File: config.mk
export PLATFORM = sky130hd
export DESIGN_NAME = iso8601_timestamp_formatter
export DESIGN_NICKNAME = d
export VERILOG_FILES = /design/src/hw/rtl/itf_pkg.sv /design/src/hw/rtl/iso8601_timestamp_formatter.sv /design/src/hw/rtl/itf_serializer.sv
export SDC_FILE = /design/constraint.sdc
export NUM_CORES = 1
export LEC_CHECK = 0
export BUFFER_PORTS_ARGS = -buffer_cell sky130_fd_sc_hd__buf_2
export CAP_MARGIN = 0
export CORE_ASPECT_RATIO = 1.5
export CORE_MARGIN = 1.5
export CORE_UTILIZATION = 31
export CTS_CLUSTER_DIAMETER = 200
export DETAILED_ROUTE_END_ITERATION = 8
export PLACE_DENSITY = 0.46
export SLEW_MARGIN = 20
export SYNTH_ARGS = -nofsm -noshare
export SYNTH_HDL_FRONTEND = slang
export SYNTH_SLANG_ARGS = --single-unit
File: constraint.sdc
create_clock -name clock -period 7 [get_ports clock]
set_input_delay 0.35 -clock clock [delete_from_list [all_inputs] [get_ports clock]]
set_output_delay 0.35 -clock clock [all_outputs]
set_load 0.005 [all_outputs]
File: src/hw/rtl/itf_pkg.sv
// Shared types, character codes and helper functions for the timestamp formatter.
// Used by itf_serializer and iso8601_timestamp_formatter; depends on nothing else.

package itf_pkg;

   // Longest formatted line: "YYYY-MM-DDTHH:MM:SSZ".
   localparam int MAX_CHARS = 20;
   localparam int COUNT_W   = $clog2(MAX_CHARS + 1);
   localparam int CHAR_W    = 7;

   // Configuration register indexes and widths.
   localparam int CSR_INDEX_W = 2;
   localparam int CSR_DATA_W  = 2;
   localparam logic [CSR_INDEX_W-1:0] CSR_OUTPUT_KIND = 2'd0;
   localparam logic [CSR_INDEX_W-1:0] CSR_BASIC_FORM  = 2'd1;

   // Output kind codes; the unused code formats date and time.
   localparam logic [1:0] KIND_DATE = 2'd0;
   localparam logic [1:0] KIND_TIME = 2'd1;
   localparam logic [1:0] KIND_BOTH = 2'd2;

   // ASCII codes.
   localparam logic [CHAR_W-1:0] CHAR_ZERO  = 7'h30;
   localparam logic [CHAR_W-1:0] CHAR_DASH  = 7'h2d;
   localparam logic [CHAR_W-1:0] CHAR_COLON = 7'h3a;
   localparam logic [CHAR_W-1:0] CHAR_T     = 7'h54;
   localparam logic [CHAR_W-1:0] CHAR_Z     = 7'h5a;
   localparam logic [CHAR_W-1:0] CHAR_NUL   = 7'h00;

   // Reciprocal for the split of a year below 10000 into hundreds and the rest.
   localparam logic [12:0] RECIP_100 = 13'd5243;
   localparam int          SHIFT_100 = 19;

   // One formatted line, handed from the pipeline to the serializer.
   typedef struct packed {
      logic [MAX_CHARS-1:0][CHAR_W-1:0] chars;
      logic [COUNT_W-1:0]               count;
   } line_type;

   // Split a value below 100 into a tens digit (upper nibble) and a ones digit.
   function automatic logic [7:0] split_tens(input logic [6:0] value);
      logic [13:0] prod;
      logic [3:0]  tens;
      logic [6:0]  ones;
      prod = 14'(value) * 14'd103;
      tens = prod[13:10];
      ones = value - 7'(tens) * 7'd10;
      return {tens, ones[3:0]};
   endfunction

   // ASCII code of one decimal digit.
   function automatic logic [CHAR_W-1:0] digit_char(input logic [3:0] digit);
      return CHAR_ZERO + CHAR_W'(digit);
   endfunction

endpackage

File: src/hw/rtl/iso8601_timestamp_formatter.sv
// Top level of the ISO 8601 timestamp formatter: clamp and digit pipeline,
// line assembly and configuration registers. Depends on itf_pkg and itf_serializer.
//
//   channel  | handshake              | payload
//   ---------+------------------------+--------------------------------------------
//   req      | req_valid / req_ready  | year, month, day, hour, minute, second, utc
//   rsp      | rsp_valid / rsp_ready  | one character and its last-character mark
//   csr      | csr_write_enable       | csr_index, csr_write_data
//
// A timestamp passes three register stages (clamp, hundreds split, digit split)
// and is then assembled and loaded into the serializer, which sends its characters.
// A line holds 7 to 20 characters and leaves at one per cycle while rsp_ready is high,
// so the serializer sets the sustained rate; the next line loads as the last one leaves.
// Later timestamps fill the stages meanwhile; a stall on rsp holds every full stage.
// Reset clears the valid bits and sets date and time in extended form.

module iso8601_timestamp_formatter (
   input  logic                                 clock,
   input  logic                                 reset,
   input  logic                                 req_valid,
   output logic                                 req_ready,
   input  logic signed [15:0]                   req_year_since_1900,
   input  logic signed [7:0]                    req_month_index,
   input  logic signed [7:0]                    req_day_of_month,
   input  logic signed [7:0]                    req_hour_value,
   input  logic signed [7:0]                    req_minute_value,
   input  logic signed [7:0]                    req_second_value,
   input  logic                                 req_utc_flag,
   output logic                                 rsp_valid,
   input  logic                                 rsp_ready,
   output logic [itf_pkg::CHAR_W-1:0]           rsp_character,
   output logic                                 rsp_last_char,
   input  logic                                 csr_write_enable,
   input  logic [itf_pkg::CSR_INDEX_W-1:0]      csr_index,
   input  logic [itf_pkg::CSR_DATA_W-1:0]       csr_write_data
);
   import itf_pkg::*;

   // Configuration registers.
   logic [1:0] output_kind_ff;
   logic       basic_form_ff;

   always_ff @(posedge clock) begin
      if (reset) begin
         output_kind_ff <= KIND_BOTH;
         basic_form_ff  <= 1'b0;
      end else if (csr_write_enable) begin
         unique case (csr_index)
            CSR_OUTPUT_KIND: output_kind_ff <= csr_write_data[1:0];
            CSR_BASIC_FORM:  basic_form_ff  <= csr_write_data[0];
            default: ;
         endcase
      end
   end

   // Stage handshake: each stage moves when the one after it can take the beat.
   logic s1_valid_ff, s1_valid_in;
   logic s2_valid_ff, s2_valid_in;
   logic s3_valid_ff, s3_valid_in;
   logic s1_ready, s2_ready, s3_ready, load_ready;

   assign s3_ready  = !s3_valid_ff || load_ready;
   assign s2_ready  = !s2_valid_ff || s3_ready;
   assign s1_ready  = !s1_valid_ff || s2_ready;
   assign req_ready = s1_ready;

   assign s1_valid_in = req_ready ? req_valid : s1_valid_ff;
   assign s2_valid_in = s2_ready ? s1_valid_ff : s2_valid_ff;
   assign s3_valid_in = s3_ready ? s2_valid_ff : s3_valid_ff;

   always_ff @(posedge clock) begin
      if (reset) begin
         s1_valid_ff <= 1'b0;
         s2_valid_ff <= 1'b0;
         s3_valid_ff <= 1'b0;
      end else begin
         s1_valid_ff <= s1_valid_in;
         s2_valid_ff <= s2_valid_in;
         s3_valid_ff <= s3_valid_in;
      end
   end

   // Stage 1: clamp every field to its legal span.
   logic signed [16:0] year_sum;
   logic signed [8:0]  month_sum;
   logic [13:0]        year_clamp;
   logic [3:0]         month_clamp;
   logic [4:0]         day_clamp;
   logic [4:0]         hour_clamp;
   logic [5:0]         minute_clamp;
   logic [5:0]         second_clamp;

   always_comb begin
      year_sum  = 17'(req_year_since_1900) + 17'sd1900;
      month_sum = 9'(req_month_index) + 9'sd1;

      if (year_sum < 17'sd0)         year_clamp = 14'd0;
      else if (year_sum > 17'sd9999) year_clamp = 14'd9999;
      else                           year_clamp = year_sum[13:0];

      if (month_sum < 9'sd1)         month_clamp = 4'd1;
      else if (month_sum > 9'sd12)   month_clamp = 4'd12;
      else                           month_clamp = month_sum[3:0];

      if (req_day_of_month < 8'sd1)        day_clamp = 5'd1;
      else if (req_day_of_month > 8'sd31)  day_clamp = 5'd31;
      else                                 day_clamp = req_day_of_month[4:0];

      if (req_hour_value < 8'sd0)          hour_clamp = 5'd0;
      else if (req_hour_value > 8'sd24)    hour_clamp = 5'd24;
      else                                 hour_clamp = req_hour_value[4:0];

      if (req_minute_value < 8'sd0)        minute_clamp = 6'd0;
      else if (req_minute_value > 8'sd60)  minute_clamp = 6'd60;
      else                                 minute_clamp = req_minute_value[5:0];

      if (req_second_value < 8'sd0)        second_clamp = 6'd0;
      else if (req_second_value > 8'sd60)  second_clamp = 6'd60;
      else                                 second_clamp = req_second_value[5:0];
   end

   logic [13:0] s1_year_ff;
   logic [3:0]  s1_month_ff;
   logic [4:0]  s1_day_ff;
   logic [4:0]  s1_hour_ff;
   logic [5:0]  s1_minute_ff;
   logic [5:0]  s1_second_ff;
   logic        s1_utc_ff;

   always_ff @(posedge clock) begin
      if (req_ready) begin
         s1_year_ff   <= year_clamp;
         s1_month_ff  <= month_clamp;
         s1_day_ff    <= day_clamp;
         s1_hour_ff   <= hour_clamp;
         s1_minute_ff <= minute_clamp;
         s1_second_ff <= second_clamp;
         s1_utc_ff    <= req_utc_flag;
      end
   end

   // Stage 2: hundreds of the year by reciprocal multiplication.
   logic [26:0] year_prod;
   logic [6:0]  year_hi;

   assign year_prod = 27'(s1_year_ff) * 27'(RECIP_100);
   assign year_hi   = year_prod[SHIFT_100+6:SHIFT_100];

   logic [13:0] s2_year_ff;
   logic [6:0]  s2_year_hi_ff;
   logic [3:0]  s2_month_ff;
   logic [4:0]  s2_day_ff;
   logic [4:0]  s2_hour_ff;
   logic [5:0]  s2_minute_ff;
   logic [5:0]  s2_second_ff;
   logic        s2_utc_ff;

   always_ff @(posedge clock) begin
      if (s2_ready) begin
         s2_year_ff    <= s1_year_ff;
         s2_year_hi_ff <= year_hi;
         s2_month_ff   <= s1_month_ff;
         s2_day_ff     <= s1_day_ff;
         s2_hour_ff    <= s1_hour_ff;
         s2_minute_ff  <= s1_minute_ff;
         s2_second_ff  <= s1_second_ff;
         s2_utc_ff     <= s1_utc_ff;
      end
   end

   // Stage 3: remainder of the year and the digits of the two-digit fields.
   logic [13:0] year_rest;

   assign year_rest = s2_year_ff - 14'(s2_year_hi_ff) * 14'd100;

   logic [7:0] s3_year_hi_ff;
   logic [6:0] s3_year_lo_ff;
   logic [7:0] s3_month_ff;
   logic [7:0] s3_day_ff;
   logic [7:0] s3_hour_ff;
   logic [7:0] s3_minute_ff;
   logic [7:0] s3_second_ff;
   logic       s3_utc_ff;

   always_ff @(posedge clock) begin
      if (s3_ready) begin
         s3_year_hi_ff <= split_tens(s2_year_hi_ff);
         s3_year_lo_ff <= year_rest[6:0];
         s3_month_ff   <= split_tens(7'(s2_month_ff));
         s3_day_ff     <= split_tens(7'(s2_day_ff));
         s3_hour_ff    <= split_tens(7'(s2_hour_ff));
         s3_minute_ff  <= split_tens(7'(s2_minute_ff));
         s3_second_ff  <= split_tens(7'(s2_second_ff));
         s3_utc_ff     <= s2_utc_ff;
      end
   end

   // Line assembly: date and time parts, then placed by the output kind.
   logic [7:0]              year_lo_digits;
   logic [9:0][CHAR_W-1:0]  date_chars;
   logic [9:0][CHAR_W-1:0]  time_chars;
   logic [COUNT_W-1:0]      date_len;
   logic [COUNT_W-1:0]      time_len;
   line_type                line;

   assign year_lo_digits = split_tens(s3_year_lo_ff);

   always_comb begin
      date_chars[0] = digit_char(s3_year_hi_ff[7:4]);
      date_chars[1] = digit_char(s3_year_hi_ff[3:0]);
      date_chars[2] = digit_char(year_lo_digits[7:4]);
      date_chars[3] = digit_char(year_lo_digits[3:0]);
      time_chars[0] = CHAR_T;
      time_chars[1] = digit_char(s3_hour_ff[7:4]);
      time_chars[2] = digit_char(s3_hour_ff[3:0]);
      if (basic_form_ff) begin
         date_chars[4] = digit_char(s3_month_ff[7:4]);
         date_chars[5] = digit_char(s3_month_ff[3:0]);
         date_chars[6] = digit_char(s3_day_ff[7:4]);
         date_chars[7] = digit_char(s3_day_ff[3:0]);
         date_chars[8] = CHAR_NUL;
         date_chars[9] = CHAR_NUL;
         date_len      = COUNT_W'(8);
         time_chars[3] = digit_char(s3_minute_ff[7:4]);
         time_chars[4] = digit_char(s3_minute_ff[3:0]);
         time_chars[5] = digit_char(s3_second_ff[7:4]);
         time_chars[6] = digit_char(s3_second_ff[3:0]);
         time_chars[7] = CHAR_Z;
         time_chars[8] = CHAR_NUL;
         time_chars[9] = CHAR_NUL;
         time_len      = s3_utc_ff ? COUNT_W'(8) : COUNT_W'(7);
      end else begin
         date_chars[4] = CHAR_DASH;
         date_chars[5] = digit_char(s3_month_ff[7:4]);
         date_chars[6] = digit_char(s3_month_ff[3:0]);
         date_chars[7] = CHAR_DASH;
         date_chars[8] = digit_char(s3_day_ff[7:4]);
         date_chars[9] = digit_char(s3_day_ff[3:0]);
         date_len      = COUNT_W'(10);
         time_chars[3] = CHAR_COLON;
         time_chars[4] = digit_char(s3_minute_ff[7:4]);
         time_chars[5] = digit_char(s3_minute_ff[3:0]);
         time_chars[6] = CHAR_COLON;
         time_chars[7] = digit_char(s3_second_ff[7:4]);
         time_chars[8] = digit_char(s3_second_ff[3:0]);
         time_chars[9] = CHAR_Z;
         time_len      = s3_utc_ff ? COUNT_W'(10) : COUNT_W'(9);
      end

      line.chars = '0;
      case (output_kind_ff)
         KIND_DATE: begin
            for (int i = 0; i < 10; i++) line.chars[i] = date_chars[i];
            line.count = date_len;
         end
         KIND_TIME: begin
            for (int i = 0; i < 10; i++) line.chars[i] = time_chars[i];
            line.count = time_len;
         end
         default: begin
            // The time part starts right after the date part.
            for (int i = 0; i < 10; i++) line.chars[i] = date_chars[i];
            if (basic_form_ff) begin
               for (int i = 0; i < 10; i++) line.chars[i+8] = time_chars[i];
            end else begin
               for (int i = 0; i < 10; i++) line.chars[i+10] = time_chars[i];
            end
            line.count = date_len + time_len;
         end
      endcase
   end

   itf_serializer u_serializer (
      .clock         (clock),
      .reset         (reset),
      .load_valid    (s3_valid_ff),
      .load_ready    (load_ready),
      .load_line     (line),
      .rsp_valid     (rsp_valid),
      .rsp_ready     (rsp_ready),
      .rsp_character (rsp_character),
      .rsp_last_char (rsp_last_char)
   );

   // A full stage that cannot move keeps its beat.
   a_s3_holds: assert property (@(posedge clock) disable iff (reset)
      (s3_valid_ff && !load_ready) |=> s3_valid_ff)
      else $error("stage 3 lost a beat under stall");

   // A beat accepted at the input reaches stage 1.
   a_accept_fills: assert property (@(posedge clock) disable iff (reset)
      (req_valid && req_ready) |=> s1_valid_ff)
      else $error("accepted beat did not enter stage 1");

   // Stage 2 only moves into an empty or draining stage 3.
   a_s2_no_clobber: assert property (@(posedge clock) disable iff (reset)
      (s2_valid_ff && s2_ready && s3_valid_ff) |-> load_ready)
      else $error("stage 2 overwrote a waiting beat");

endmodule

File: src/hw/rtl/itf_serializer.sv
// Output stage: holds one formatted line and sends it one character per beat.
// Depends on itf_pkg for line_type and the width constants.

module itf_serializer (
   input  logic                        clock,
   input  logic                        reset,
   input  logic                        load_valid,
   output logic                        load_ready,
   input  itf_pkg::line_type           load_line,
   output logic                        rsp_valid,
   input  logic                        rsp_ready,
   output logic [itf_pkg::CHAR_W-1:0]  rsp_character,
   output logic                        rsp_last_char
);
   import itf_pkg::*;

   logic [MAX_CHARS-1:0][CHAR_W-1:0] chars_ff, chars_in;
   logic [COUNT_W-1:0]               count_ff, count_in;
   logic                             fire;

   // The head character is always at position zero.
   assign rsp_valid     = (count_ff != '0);
   assign rsp_character = chars_ff[0];
   assign rsp_last_char = (count_ff == COUNT_W'(1));
   assign fire          = rsp_valid && rsp_ready;

   // A new line may enter while the last character of the current one leaves.
   assign load_ready = !rsp_valid || (fire && rsp_last_char);

   // Shift the line down one place per beat, or load a new one.
   always_comb begin
      chars_in = chars_ff;
      count_in = count_ff;
      if (load_valid && load_ready) begin
         chars_in = load_line.chars;
         count_in = load_line.count;
      end else if (fire) begin
         for (int i = 0; i < MAX_CHARS - 1; i++) begin
            chars_in[i] = chars_ff[i+1];
         end
         chars_in[MAX_CHARS-1] = CHAR_NUL;
         count_in = count_ff - COUNT_W'(1);
      end
   end

   always_ff @(posedge clock) begin
      chars_ff <= chars_in;
      if (reset) begin
         count_ff <= '0;
      end else begin
         count_ff <= count_in;
      end
   end

   // A taken character that is not the last leaves another one waiting.
   a_more_after_middle: assert property (@(posedge clock) disable iff (reset)
      (fire && !rsp_last_char) |=> rsp_valid)
      else $error("serializer ran dry in the middle of a line");

   // Every loaded line holds between seven and twenty characters.
   a_load_length: assert property (@(posedge clock) disable iff (reset)
      (load_valid && load_ready) |=>
         (count_ff >= COUNT_W'(7) && count_ff <= COUNT_W'(MAX_CHARS)))
      else $error("loaded line has an impossible length");

   // A line is never overwritten before its last character is taken.
   a_no_overwrite: assert property (@(posedge clock) disable iff (reset)
      (load_valid && load_ready && rsp_valid) |-> (rsp_ready && rsp_last_char))
      else $error("line loaded over one still being sent");

endmodule

# Word level (Yosys, flattened, before mapping)
# Cells that the tools add are included.
word_totals:
  inputBits: 66
  register_bits: 280
  out_inout_bits: 10
  elab_cells: 157
classes:
  n_eq_ne: 3
  addsub: 26
  muxes: 21
  reduce_logical: 24
  magnitude_cmp: 12
  multipliers: 16
op_table:
  columns: ["operator", "count"]
  rows:
  - ["$mux W140", 2]
  - ["$pmux W75 S2", 1]
  - ["$mux W70", 1]
  - ["$add A6 B4 Y7 const A", 9]
  - ["$mux W56", 1]
  - ["$mux W49", 1]
  - ["$mux W14", 3]
  - ["$mux W42", 1]
  - ["$mul A7 B7 Y14 const B", 2]
  - ["$sub A4 B4 Y4", 7]
  - ["$mul A14 B13 Y26 const B", 1]
  - ["$mul A6 B7 Y13 const B", 2]
  - ["$lt A8 B1 Y1 const B", 3]
  - ["$mul A5 B7 Y12 const B", 2]
  - ["$mux W5", 4]
  - ["$add A16 B12 Y17 const B", 1]
  - ["$gt A17 B15 Y1 const B", 1]
  - ["$lt A17 B1 Y1 const B", 1]
  - ["$gt A8 B6 Y1 const B", 2]
  - ["$gt A8 B7 Y1 const B", 2]
  - ["$add A6 B2 Y7 const A", 2]
  - ["$add A6 B3 Y7 const A", 2]
  - ["$reduce_or A2 Y1", 7]
  - ["$mux W4", 3]
  - ["25 further kinds", 41]

# Depth between registers and ports, before layout
depth:
  ltp_word: 7
  depth_mapped: 22
  depth_no_buf: 21

# By module
# A second synthesis with hierarchy kept.
unflattened:
  cells_unflattened: 1960
  hier_area_um2: 20459.6
by_module_without_submodules:
  columns: ["mod", "cells_each", "instances", "seq_area_each_um2", "area_each_um2"]
  rows:
  - ["iso8601_timestamp_formatter", 1332, 1, 3993.8, 14091.0]
  - ["itf_serializer", 628, 1, 4304.1, 6368.6]

# Least setup slack after synthesis
# No wires, ideal clock.
synth_path:
  path_type: "reg2reg"
  start: "register s2_second_ff[3]"
  end: "register s3_second_ff[3] (data pin)"
  required_ns: 6.741
  path_buffers: 1
  stages_incl_launch_ff: 22
  setup_ns: 0.259
  synth_period_minus_slack_ns: 4.932
  t_arrival_ns: 4.673
  setup_slack_ns: 2.068
  path_cell_list: "edfxtp_1 -> ha_1 -> ha_1 -> inv_1 -> fa_1 -> inv_1 -> ha_1 -> a41o_1 -> a21o_1 -> a21o_1 -> a2111o_1 -> and2_1 -> clkbuf_1 -> xor2_1 -> ha_1 -> inv_1 -> fa_1 -> xnor2_1 -> xor2_1 -> nand3_1 -> mux2i_1 -> nor4_1"
synth_via:
  elab_chain_cells: 3
synth_rtl:
  columns: ["element", "line_no", "source"]
  rows:
  - ["from (decl)", "iso8601_timestamp_formatter.sv:155", "logic [5:0] s2_second_ff;"]
  - ["from (signal assigned)", "iso8601_timestamp_formatter.sv:166", "s2_second_ff <= s1_second_ff;"]
  - ["$mul A6 B7 Y13", "itf_pkg.sv:45", "prod = 14'(value) * 14'd103;"]
  - ["$mul A3 B3 Y3", "itf_pkg.sv:47", "ones = value - 7'(tens) * 7'd10;"]
  - ["$sub A4 B4 Y4 (*)", "itf_pkg.sv:47", null]
  - ["to (signal assigned)", "iso8601_timestamp_formatter.sv:193", "s3_second_ff <= split_tens(7'(s2_second_ff));"]
  - ["to (decl)", "iso8601_timestamp_formatter.sv:182", "logic [7:0] s3_second_ff;"]
# Every way passes the cells marked *; elsewhere a longest branch is shown, timed or not.
# A chain may end at the register's enable or synchronous reset.

# Worst setup path after layout
# Ends and elaborated chain as after synthesis.

==> reports/qor.yml <==
fin_util: 0.3512
vias_per_cell: 4.686
dieArea_sq_um: 63630
rr_worst_depth: 20
hold_viol: 0
mostFrequentLayoutCell: "ha_1"
grt_max_degree: 92
fp.dieH_um: 308.2
worst-path-buf-inv: 3
drt-wirelength-per-cell_um: 16.16
synth.distinct_cells: 66
crit_fanout: 5
cp_slowest_cell: "edfxtp_1"
htree_num_levels: 1
antennaDiodeCount: 0
finalCriticalPeriod_ps: 5295
startpoint_type: "flop"
grt_pass1_wl_um: 67900
slew_headroom: 0.3876
power_density_nw_per_um2: 513.9
yosysSeqAreaShare: 0.4092
grtUsageTotal: 0.1349
synth-async-reset-ratio: 0
synth-edff-count: 255
clock_latency_ps: 590
final_cell_mix: "294 x ha_1, 261 x inv_1, 255 x edfxtp_1, 139 x nand2_1, 108 x fa_1"
register_area_sq_um: 7878
fill_cells: 6076
worstSetupEndpointType: "flop"
syn-num-nets: 2182
drt_wl_total_um: 41880
nets: 2247
setup_tns_ps: 0
path_clk_slew_ps: 60
status: "finished clean"
yosys_warnings: 0
synth_cells: 1714
path_cells: "ha_1, ha_1, inv_1, fa_1, inv_1, ha_1, a41o_1, a21o_1, a21o_1, a2111o_1, and2_1, xor2_1, ha_1, inv_1, fa_1, xnor2_1, xor2_1, nand3_1, mux2i_1, nor4_1"
cts_setup_buffers: 0
period_share: 0.7564
drt_pass1_iterations: 5
netlist_area_sq_um: 19250
ys_ff_latch: 266
critPathMaxStageDelay_ps: 510
drive_gt1_frac: 0.08884
finalSetupViolCount: 0
cts_tree: "done"
cp.required_ps: 7320
grt_overflow: 0
cp_common_cell: "ha_1"
rsz0062_at_grt: "false"
fp.dieW_um: 206.5
peakVddDrop_mv: 0.4513
leakage_uw: 0.01012
max_freq_mhz: 188.9
antenna_found_initial: 0
ant_nets: 0
grt_pass1_vias: 13000
io_buffers: 75
path_class: "reg2reg"
numCtsBuffers: 29
cts_sinks: 266
cp.arrival_ps: 5620
synth_top_flop_cell: "edfxtp_1"
gp_congestion: 0.7996
worst_clock_skew_ps: 13.92
dp.final_hpwl_um: 31740
hp-class: "in2reg"
area_growth_pct: 11.74
io_pins: 76
drc: 0
rows: 111
cts-root-buf: "clkbuf_16"
syn_area_per_cell_sq_um: 11.23
vias: 12150
maxSlewViolCount: 0
holdWs_ps: 72.17
critPathTopFamily: "adder cells"
cp.depth: 20
drv_cap: 0
multi_input_area_sq_um: 10140
core_area_sq_um: 61250
holdPathStages: 2
drtIter0Drc: 435
clockBufferDepth: 3
tightestPinTransition_ps: 918.7
initial_utilization: 0.3143
==> final timing paths <==
path / startpoint / to / slack [ps]
min reg2reg: s1_month_ff[0] / s2_month_ff[0] / 410
min: req_second_value[1] / s1_second_ff[1] / 70
max: s2_second_ff[3] / s3_second_ff[3] / 1710
max reg2reg: s2_second_ff[3] / s3_second_ff[3] / 1710
==> kinds of logic after synthesis <==
group	after synthesis	synth area share
and+or+nand+nor	407	0.09984
adders and majority gates	402	0.3034
AOI/OAI and AO/OA	234	0.08001
buffers and inverters	318	0.06474
DFF	266	0.4092
muxes	18	0.009945
xor gates and xnor gates	69	0.03282
==> report_power, final <==
part | leakage (uW) | total, uW | internal (uW) | switching, uW
combinational | 0.00693 | 6370 | 2820 | 3540
sequential | 0.00270 | 3040 | 2710 | 330
clock | 0.000492 | 1650 | 981 | 670
total | 0.0101 | 11100 | 6510 | 4540
==> flip-flops by register name, indices dropped and copies added, names as in the netlist, 6 cells and up <==
register                    flops
s3_second_ff                    7
u_serializer.rsp_character      7
u_serializer.chars_ff         119
s1_year_ff                     14
s3_minute_ff                    7
s1_second_ff                    6
s2_minute_ff                    6
s1_minute_ff                    6
s3_year_hi_ff                   8
s3_hour_ff                      6
s2_year_ff                      7
s2_second_ff                    6
s2_year_hi_ff                   7
s3_day_ff                       6
s3_year_lo_ff                   7
==> worst reg2reg max path, delay by kind of cell (launching register included) <==
| family | cells | cell delay [ps] |
|---|---|---|
| AND/OR/NAND/NOR | 3 | 490 |
| buffers and inverters | 3 | 140 |
| adder cells (fa/ha/maj) | 6 | 1980 |
| AO/OA/AOI/OAI | 4 | 990 |
| flip-flops | 1 | 510 |
| XOR/XNOR | 3 | 780 |
| multiplexers | 1 | 190 |
==> what timing repair did <==
item / CTS / global route
gates resized for setup: 0 / 0
hold buffers: 5 / 0
hold endpoints to repair: 6 / 0
==> per-stage QoR <==
| step | area, sq um | setup WS (ps) | instances | total power (uW) |
|---|---|---|---|---|
| after global placement | 20440 | 1895 | 2534 | 9461 |
| final | 21510 | 1705 | 2592 | 11050 |
| after floorplan | 19250 | 2068 | 1714 | 7895 |
| after detailed placement | 20440 | 1750 | 2534 | 9531 |
| after global routing | 21510 | 1305 | 2592 | 12350 |
| after CTS | 21510 | 1729 | 2592 | 11300 |
==> routing by layer <==
metal	up-vias	GRT usage	routed length (um)
met5	-	0	0
met4	0	0.04129	1063
met3	55	0.01458	1164
met2	159	0.2595	22940
met1	5894	0.1527	16710
li1	6038	-	-
==> final cells by class <==
type	count	share of cell area
Clock buffer	31	0.03409
Clock inverter	22	0.01303
Inverter	263	0.04607
Multi-Input combinational cell	1130	0.4716
Sequential cell	266	0.3662
Tap cell	791	0.04601
Timing Repair Buffer	89	0.02292
==> cells in the mapped netlist (all sizes together), types with 6 or more instances <==
cell	instances	area share
nor2b	10	0.0032
o21ai	59	0.015
and3	15	0.0049
nor2	87	0.017
edfxtp	255	0.40
mux2i	9	0.0047
buf	21	0.0068
a21o	39	0.015
and2	29	0.0094
o31ai	7	0.0027
nand2b	18	0.0058
mux2	9	0.0053
nand4	7	0.0023
ha	294	0.19
nand3	44	0.011
or2	8	0.0026
dfxtp	11	0.011
nor4	10	0.0036
nor3	23	0.0060
a22o	6	0.0027
xnor2	46	0.021
o21a	9	0.0035
a211oi	11	0.0043
fa	108	0.11
a21oi	48	0.012
inv	263	0.051
xor2	21	0.0096
a31oi	18	0.0058
clkbuf	34	0.0066
nand2	141	0.027
(Power assumes the default switching activity.)
